[config.mk]
export PLATFORM = sky130hd
export DESIGN_NAME = multiply_accumulate_unit
export DESIGN_NICKNAME = d
export VERILOG_FILES = /design/src/rtl/core/mau_pkg.sv /design/src/rtl/core/multiply_accumulate_unit.sv /design/src/rtl/core/mau_mult_pipe.sv
export VERILOG_INCLUDE_DIRS = /design/src /design/src/rtl/core
export SDC_FILE = /design/constraint.sdc
export NUM_CORES = 2
export LEC_CHECK = 0
export ABC_AREA = 1
export BUFFER_PORTS_ARGS = -buffer_cell sky130_fd_sc_hd__buf_2
export CAP_MARGIN = 30
export CORE_MARGIN = 1.5
export CORE_UTILIZATION = 35
export DETAILED_ROUTE_END_ITERATION = 6
export PLACE_DENSITY = 0.58
export SLEW_MARGIN = 20
export SYNTH_ARGS = -nofsm -noshare
export SYNTH_HDL_FRONTEND = slang
export SYNTH_SLANG_ARGS = --single-unit
[constraint.sdc]
create_clock -name clock -period 40 [get_ports clock]
set_clock_uncertainty 0.05 [all_clocks]
set_input_delay 8 -clock clock [delete_from_list [all_inputs] [get_ports clock]]
set_output_delay 8 -clock clock [all_outputs]
set_load 0.05 [all_outputs]
[src/rtl/core/assert_macros.svh]
// Assertion macros used by the RTL file that carries concurrent checks.
// No dependencies; include by bare file name.
`ifndef ASSERT_MACROS_SVH
`define ASSERT_MACROS_SVH

// Same-cycle implication, checked on the rising clock edge outside reset.
`define ASSERT_IMPLIES(label, clk, rst, ante, cons) \
   label: assert property (@(posedge clk) disable iff (rst) (ante) |-> (cons)) \
      else $error("same-cycle implication failed");

// Next-cycle implication, checked on the rising clock edge outside reset.
`define ASSERT_IMPLIES_NEXT(label, clk, rst, ante, cons) \
   label: assert property (@(posedge clk) disable iff (rst) (ante) |=> (cons)) \
      else $error("next-cycle implication failed");

`endif

[src/rtl/core/mau_pkg.sv]
// Package for the multiply-accumulate unit: beat types, operation codes and
// the stage enable bundle. No dependencies.
package mau_pkg;

   localparam logic [2:0] FUNC_MUL   = 3'd0;
   localparam logic [2:0] FUNC_MLA   = 3'd1;
   localparam logic [2:0] FUNC_UMULL = 3'd2;
   localparam logic [2:0] FUNC_UMLAL = 3'd3;
   localparam logic [2:0] FUNC_SMULL = 3'd4;
   localparam logic [2:0] FUNC_SMLAL = 3'd5;

   typedef struct packed {
      logic [2:0]  func;
      logic        set_flags;
      logic [31:0] multiplicand;
      logic [31:0] multiplier;
      logic [31:0] addend_low;
      logic [31:0] addend_high;
   } req_type;

   typedef struct packed {
      logic [31:0] product_low;
      logic [31:0] product_high;
      logic        high_valid;
      logic        flags_write;
      logic        zero_flag;
      logic        negative_flag;
      logic        carry_flag;
   } rsp_type;

   // Side information that travels alongside the arithmetic.
   typedef struct packed {
      logic op_valid;
      logic is_long;
      logic set_flags;
   } ctrl_type;

   // Load enables of the arithmetic stages.
   typedef struct packed {
      logic s2;
      logic s3;
      logic s4;
   } stage_en_type;

endpackage

[src/rtl/core/multiply_accumulate_unit.sv]
// Multiply-accumulate unit, top level: operand capture, pipeline control and
// result formatting. Depends on mau_pkg, mau_mult_pipe and assert_macros.svh.
//
// The unit takes one beat per clock cycle while req_stall is low. The five
// stages are operand capture (with the signed correction folded into the
// addend), the 16x16 partial products, the first accumulation, the final
// 64-bit sum, and the output register where flags are formed. Every stage
// carries its own valid bit and only holds when the stage after it is full
// and holding, so a stall on rsp_stall backs up through the pipeline one
// bubble at a time and req_stall rises only when all five stages hold a
// beat. Reserved operation codes still produce one result beat, with every
// field cleared.
`include "assert_macros.svh"

module multiply_accumulate_unit
   import mau_pkg::*;
(
   input  logic    clock,
   input  logic    reset,
   input  logic    req_valid,
   output logic    req_stall,
   input  req_type req_data,
   output logic    rsp_valid,
   input  logic    rsp_stall,
   output rsp_type rsp_data
);

   // Valid bits of the five stages; stage five is the output register.
   logic v1_ff, v2_ff, v3_ff, v4_ff, v5_ff;
   logic en1, en5;
   stage_en_type stage_en;

   // Captured operands and the adjusted addend.
   logic [31:0] a1_ff, b1_ff;
   logic [63:0] acc1_ff, acc1_in;
   logic [31:0] corr;
   ctrl_type    ctrl1_ff, ctrl1_in, ctrl2_ff, ctrl3_ff, ctrl4_ff;

   logic [63:0] result;
   rsp_type     rsp_ff, rsp_in;

   // A stage may load when it is empty or when its own beat moves on.
   always_comb begin
      en5         = !v5_ff || !rsp_stall;
      stage_en.s4 = !v4_ff || en5;
      stage_en.s3 = !v3_ff || stage_en.s4;
      stage_en.s2 = !v2_ff || stage_en.s3;
      en1         = !v1_ff || stage_en.s2;
   end

   assign req_stall = !en1;
   assign rsp_valid = v5_ff;

   // Decode and addend selection. A signed product equals the unsigned one
   // less each operand times 2^32 where the other operand is negative, so
   // that correction is subtracted from the high addend word here and the
   // multiplier itself stays unsigned. Only the low word of the correction
   // survives the wrap at 64 bits.
   always_comb begin
      corr = ({32{req_data.multiplicand[31]}} & req_data.multiplier)
           + ({32{req_data.multiplier[31]}} & req_data.multiplicand);
      ctrl1_in.set_flags = req_data.set_flags;
      ctrl1_in.op_valid  = 1'b1;
      ctrl1_in.is_long   = 1'b1;
      acc1_in            = 64'd0;
      case (req_data.func)
         FUNC_MUL: begin
            ctrl1_in.is_long = 1'b0;
         end
         FUNC_MLA: begin
            ctrl1_in.is_long = 1'b0;
            acc1_in          = {32'd0, req_data.addend_low};
         end
         FUNC_UMULL: begin
            acc1_in = 64'd0;
         end
         FUNC_UMLAL: begin
            acc1_in = {req_data.addend_high, req_data.addend_low};
         end
         FUNC_SMULL: begin
            acc1_in = {32'd0 - corr, 32'd0};
         end
         FUNC_SMLAL: begin
            acc1_in = {req_data.addend_high - corr, req_data.addend_low};
         end
         default: begin
            ctrl1_in.op_valid = 1'b0;
            ctrl1_in.is_long  = 1'b0;
         end
      endcase
   end

   always_ff @(posedge clock) begin
      if (reset) begin
         v1_ff <= 1'b0;
         v2_ff <= 1'b0;
         v3_ff <= 1'b0;
         v4_ff <= 1'b0;
         v5_ff <= 1'b0;
      end else begin
         if (en1)         v1_ff <= req_valid;
         if (stage_en.s2) v2_ff <= v1_ff;
         if (stage_en.s3) v3_ff <= v2_ff;
         if (stage_en.s4) v4_ff <= v3_ff;
         if (en5)         v5_ff <= v4_ff;
      end
   end

   always_ff @(posedge clock) begin
      if (en1) begin
         a1_ff    <= req_data.multiplicand;
         b1_ff    <= req_data.multiplier;
         acc1_ff  <= acc1_in;
         ctrl1_ff <= ctrl1_in;
      end
      if (stage_en.s2) ctrl2_ff <= ctrl1_ff;
      if (stage_en.s3) ctrl3_ff <= ctrl2_ff;
      if (stage_en.s4) ctrl4_ff <= ctrl3_ff;
      if (en5)         rsp_ff   <= rsp_in;
   end

   mau_mult_pipe u_mult (
      .clock    (clock),
      .stage_en (stage_en),
      .op_a     (a1_ff),
      .op_b     (b1_ff),
      .acc      (acc1_ff),
      .result   (result)
   );

   // Result formatting. Short forms report only the low word and take their
   // flags from it; reserved codes clear everything.
   always_comb begin
      rsp_in.product_low   = ctrl4_ff.op_valid ? result[31:0] : 32'd0;
      rsp_in.high_valid    = ctrl4_ff.op_valid && ctrl4_ff.is_long;
      rsp_in.product_high  = rsp_in.high_valid ? result[63:32] : 32'd0;
      rsp_in.flags_write   = ctrl4_ff.op_valid && ctrl4_ff.set_flags;
      rsp_in.zero_flag     = rsp_in.flags_write &&
                             (ctrl4_ff.is_long ? (result == 64'd0)
                                               : (result[31:0] == 32'd0));
      rsp_in.negative_flag = rsp_in.flags_write &&
                             (ctrl4_ff.is_long ? result[63] : result[31]);
      rsp_in.carry_flag    = 1'b0;
   end

   assign rsp_data = rsp_ff;

   // The input side only holds off when every stage is occupied and the
   // output is being held.
   `ASSERT_IMPLIES(a_stall_only_when_full, clock, reset, req_stall,
      v1_ff && v2_ff && v3_ff && v4_ff && v5_ff && rsp_stall)
   // A finished beat in the last arithmetic stage reaches the output when it
   // is free.
   `ASSERT_IMPLIES_NEXT(a_result_advances, clock, reset, v4_ff && en5, rsp_valid)
   // The high word is only non-zero on beats that write it back.
   `ASSERT_IMPLIES(a_high_word_clear, clock, reset,
      rsp_valid && !rsp_data.high_valid, rsp_data.product_high == 32'd0)

endmodule

[src/rtl/core/mau_mult_pipe.sv]
// Three-stage unsigned 32x32 multiplier with a 64-bit addend folded in.
// Depends on mau_pkg for the stage enable bundle.
module mau_mult_pipe
   import mau_pkg::*;
(
   input  logic         clock,
   input  stage_en_type stage_en,
   input  logic [31:0]  op_a,
   input  logic [31:0]  op_b,
   input  logic [63:0]  acc,
   output logic [63:0]  result
);

   logic [31:0] pp_ll_ff, pp_lh_ff, pp_hl_ff, pp_hh_ff;
   logic [31:0] pp_ll_in, pp_lh_in, pp_hl_in, pp_hh_in;
   logic [63:0] acc2_ff;
   logic [63:0] sum_ff, sum_in;
   logic [32:0] mid_ff, mid_in;
   logic [63:0] res_ff, res_in;

   // Four 16x16 partial products.
   always_comb begin
      pp_ll_in = op_a[15:0]  * op_b[15:0];
      pp_lh_in = op_a[15:0]  * op_b[31:16];
      pp_hl_in = op_a[31:16] * op_b[15:0];
      pp_hh_in = op_a[31:16] * op_b[31:16];
   end

   // The outer partial products line up without overlap, so they are
   // concatenated and added to the addend in one pass.
   always_comb begin
      sum_in = {pp_hh_ff, pp_ll_ff} + acc2_ff;
      mid_in = {1'b0, pp_lh_ff} + {1'b0, pp_hl_ff};
   end

   always_comb begin
      res_in = sum_ff + {15'd0, mid_ff, 16'd0};
   end

   always_ff @(posedge clock) begin
      if (stage_en.s2) begin
         pp_ll_ff <= pp_ll_in;
         pp_lh_ff <= pp_lh_in;
         pp_hl_ff <= pp_hl_in;
         pp_hh_ff <= pp_hh_in;
         acc2_ff  <= acc;
      end
      if (stage_en.s3) begin
         sum_ff <= sum_in;
         mid_ff <= mid_in;
      end
      if (stage_en.s4) begin
         res_ff <= res_in;
      end
   end

   assign result = res_ff;

endmodule
# == Yosys cells after proc, flatten, opt, wreduce, memory -nomap -nowiden ==
# Index checks and enable logic that the tools add are counted.
# word_totals
reg_bits,566
input_bits,136
output_inout_bits,71
# classes
n_addsub,6
mul,4
n_eq_ne,5
muxes,5
bitwise_logic,2
n_reduce_logical,21
# op_table
operator,n
$pmux W64 S4,1
$mul A16 B16 Y32,4
$add A64 B49 Y64,1
$add A64 B64 Y64,1
$and A32 B32 Y32,2
$logic_not A64 Y1,1
$add A32 B32 Y33,1
$add A32 B32 Y32,1
$logic_not A32 Y1,1
$sub A1 B32 Y32 const A,1
$sub A32 B32 Y32,1
$logic_not A1 Y1,7
$eq A3 B2 Y1 const B,2
$eq A3 B3 Y1 const B,2
$reduce_or A6 Y1,1
$logic_or A1 B1 Y1,5
$logic_and A1 B1 Y1,4
$mux W1,4
$reduce_or A4 Y1,1
$eq A3 B1 Y1 const B,1
$logic_not A3 Y1,1

# == Longest topological paths before layout ==
# depth
word_depth,7
ltp_mapped,26
mapped_depth_nobuf,25

# == Modules after synthesis ==
# From an unflattened synthesis, not the netlist that was laid out.
# hier_totals
cells_unflattened,9012
area_unflattened_um2,69616.8
# modules_own_cells
mod,n_inst,cells_per_inst,area_per_inst_um2
mau_mult_pipe,1,7531,57202.4
multiply_accumulate_unit,1,1481,12414.4

# == Worst setup path before layout ==
# No wires, ideal clock.
# synth_path
path_kind,input-to-output
startpoint,input port rsp_stall
endpoint,output port req_stall
arrival_time_ps,18378
required_ps,31950
path_slack_ps,13572
cell_stages,8
path_buffers,0
path_cell_list,nand2_1 nor2_1 inv_1 nor2_1 inv_1 nor2_1 inv_1 nor2_1
# synth_lines
item,line_no,rtl
start: declaration,multiply_accumulate_unit.sv:24,"input logic rsp_stall,"
end: declaration,multiply_accumulate_unit.sv:21,"output logic req_stall,"

==> results.py <==
metrics = {
    "setup_path": {
        "worstSetupPathType": "input pin to primary output",
        "cp-start-kind": "input pin",
        "max_stage_delay_ps": 620,
        "required_ps": 31950,
        "critPathTopFamily": "buffers and inverters",
        "end_kind": "primary output",
        "cp_slowest_cell": "buf_4",
        "crit_fanout": 70,
        "path_buf_inv": 7,
        "cp_common_cell": "nor2_1",
        "cp_cell_sequence": "buf_2, nand2_2, buf_4, nor2_1, inv_2, buf_4, nor2_1, inv_4, nor2_1, inv_8, nor2_1, buf_2",
        "cp.arrival_ps": 11360,
    },
    "timing": {
        "finalCritPeriodShare_pct": 48.53,
        "final_max_slew_viol_count": 0,
        "hold_ws_ps": 358.9,
        "rsz0062_at_grt": "false",
        "setup_viol": 0,
        "tightest_slew_ps": 887.3,
        "hold_viol": 0,
        "min_period_ps": 19410,
        "relSlewSlack_pct": 40.85,
        "fin_setup_tns_ps": 0,
        "max_freq_ghz": 0.05151,
    },
    "global_route": {
        "grt_usage_pct": 21.90,
        "grt_first_pass_wirelength_um": 331000,
        "antenna_found_initial": 26,
        "grt_max_degree": 76,
        "grt_pass1_vias": 55850,
        "grt_overflow": 0,
    },
    "clock_tree": {
        "cts_tree": "built",
        "cts_buffer_depth": 3,
        "cts-buffers-inserted": 66,
        "cts_setup_buffers": 0,
        "worstSkewPairLatency_ps": 670,
        "htreeDepth": 3,
        "root_buffer": "clkbuf_16",
        "cts_resized": 0,
        "clk_pin_slew_ps": 60,
        "cts_sinks": 566,
        "ctsHoldBuffers": 0,
    },
    "status": {
        "status": "finished, final reports clean",
    },
    "placement": {
        "place_congestion": 0.9459,
        "hpwl_um": 175400,
        "io_buffers": 205,
    },
    "final_layout": {
        "layout-drive-gt1-share_pct": 5.733,
        "area_growth_pct": 9.093,
        "finalNetCount": 10140,
        "layout_commonest_cell": "nand2_1",
        "layout_common_cells": "nand2_1 (2202), inv_1 (1996), fa_1 (781)",
        "fin_util_pct": 38.49,
    },
    "route": {
        "ant_nets": 0,
        "firstDrtPassIters": 6,
        "wirelength_um": 215800,
        "via_per_inst": 4.906,
        "drc": 0,
        "drt_iter0_drc": 3880,
        "num_vias": 54930,
        "wire_per_inst_um": 19.28,
    },
    "floorplan": {
        "pin_count": 207,
        "core_area_um2": 193000,
        "die_area_um2": 197200,
        "rows": 161,
        "die_w_um": 444.1,
        "die_h_um": 444.1,
        "start_util_pct": 35.28,
    },
    "synthesis": {
        "syn_inst": 8485,
        "synth.cell_area_um2": 68090,
        "synth_largest_area_cell": "edfxtp_1",
        "synth_edf_count": 561,
        "async_flop_share_pct": 0,
        "synth_fp_nets": 10010,
        "ys_types": 55,
        "syn_avg_cell_area_um2": 8.024,
        "synth_area_leaders": "edfxtp_1 (25%), fa_1 (23%), nand2_1 (12%)",
        "synth_seq_area_share_pct": 24.89,
        "synthFlopType": "edfxtp_1",
        "synth_seq_cells": 566,
        "yosysWarnings": 0,
        "synth_top_area_share_pct": 24.74,
    },
    "run": {
        "drv_cap": 0,
    },
    "hold_path": {
        "hold_path_class": "register to register",
    },
}
[through the flow]
| stage | std cells | instance area [um^2] | setup WS, ps |
|---|---|---|---|
| floorplan | 8485 | 68090 | 13570 |
| global placement | 11070 | 72050 | 20420 |
| detailed placement | 11080 | 72060 | 20440 |
| CTS | 11190 | 74260 | 20430 |
| global route | 11200 | 74280 | 20170 |
| finish | 11200 | 74280 | 20590 |
[metal layers]
layer,track usage [%],wire (um)
met4,6.170,5957
met1,29.78,96480
met5,0,13
met2,36.39,99830
met3,2.947,13570
[area by class of cell]
cell class | instances | area [um^2]
fill | 19950 | 118700
multi-input combinational | 5642 | 42600
sequential | 566 | 16950
inverter | 2059 | 7744
tap | 2526 | 3161
clock buffer | 75 | 1685
timing repair buffer | 283 | 1627
clock inverter | 44 | 511.7
antenna | 2 | 5.005
[synthesized netlist by cell type (8+ instances only)]
cell type,count
o22ai_1,18
o21ai_1,63
edfxtp_1,561
a31oi_1,18
nand3b_1,8
inv_1,2000
o21a_1,15
a21boi_1,8
xor2_1,164
o21ai_0,158
nand2_2,13
nand2_1,2203
o211ai_1,11
inv_2,54
a21oi_1,385
o21bai_1,38
nor3_1,67
o21ai_2,8
nor2_2,10
nand4_1,75
a21o_1,31
xnor2_1,70
fa_1,781
nor4_1,21
nand3_1,240
ha_1,607
clkbuf_1,213
nor2_1,583
[worst paths after layout]
path                                 start                  end  slack [ps]  cells after the start
worst min register to register  acc1_ff[7]    u_mult.acc2_ff[7]         360                      0
worst min-delay path            acc1_ff[7]    u_mult.acc2_ff[7]         360                      0
worst max-delay path             rsp_stall            req_stall       20590                     12
worst max register to register   a1_ff[30]  u_mult.pp_hh_ff[28]       33550                     20
[sequential cells by signal (all words and copies together) (netlist names), 3 cells and up]
name / count
u_mult.mid_ff: 33
ctrl2_ff: 3
acc1_ff: 64
ctrl1_ff: 3
rsp_data: 68
a1_ff: 32
u_mult.pp_lh_ff: 32
u_mult.acc2_ff: 64
u_mult.pp_hh_ff: 32
ctrl4_ff: 3
u_mult.pp_hl_ff: 32
u_mult.result: 64
b1_ff: 32
ctrl3_ff: 3
u_mult.pp_ll_ff: 32
u_mult.sum_ff: 64
[kinds of logic after synthesis]
group,after synthesis,share of synthesized area [%]
buffers and inverters,2277,12.57
DFF,566,24.89
and+or+nand+nor,3244,19.09
other,1,0.005508
adders and majority gates,1388,34.12
xor gates and xnor gates,234,3.010
AOI/OAI and AO/OA,775,6.321
Power is not shown: default switching activity piles up to over one toggle a cycle in this logic, so the estimate is an artifact.
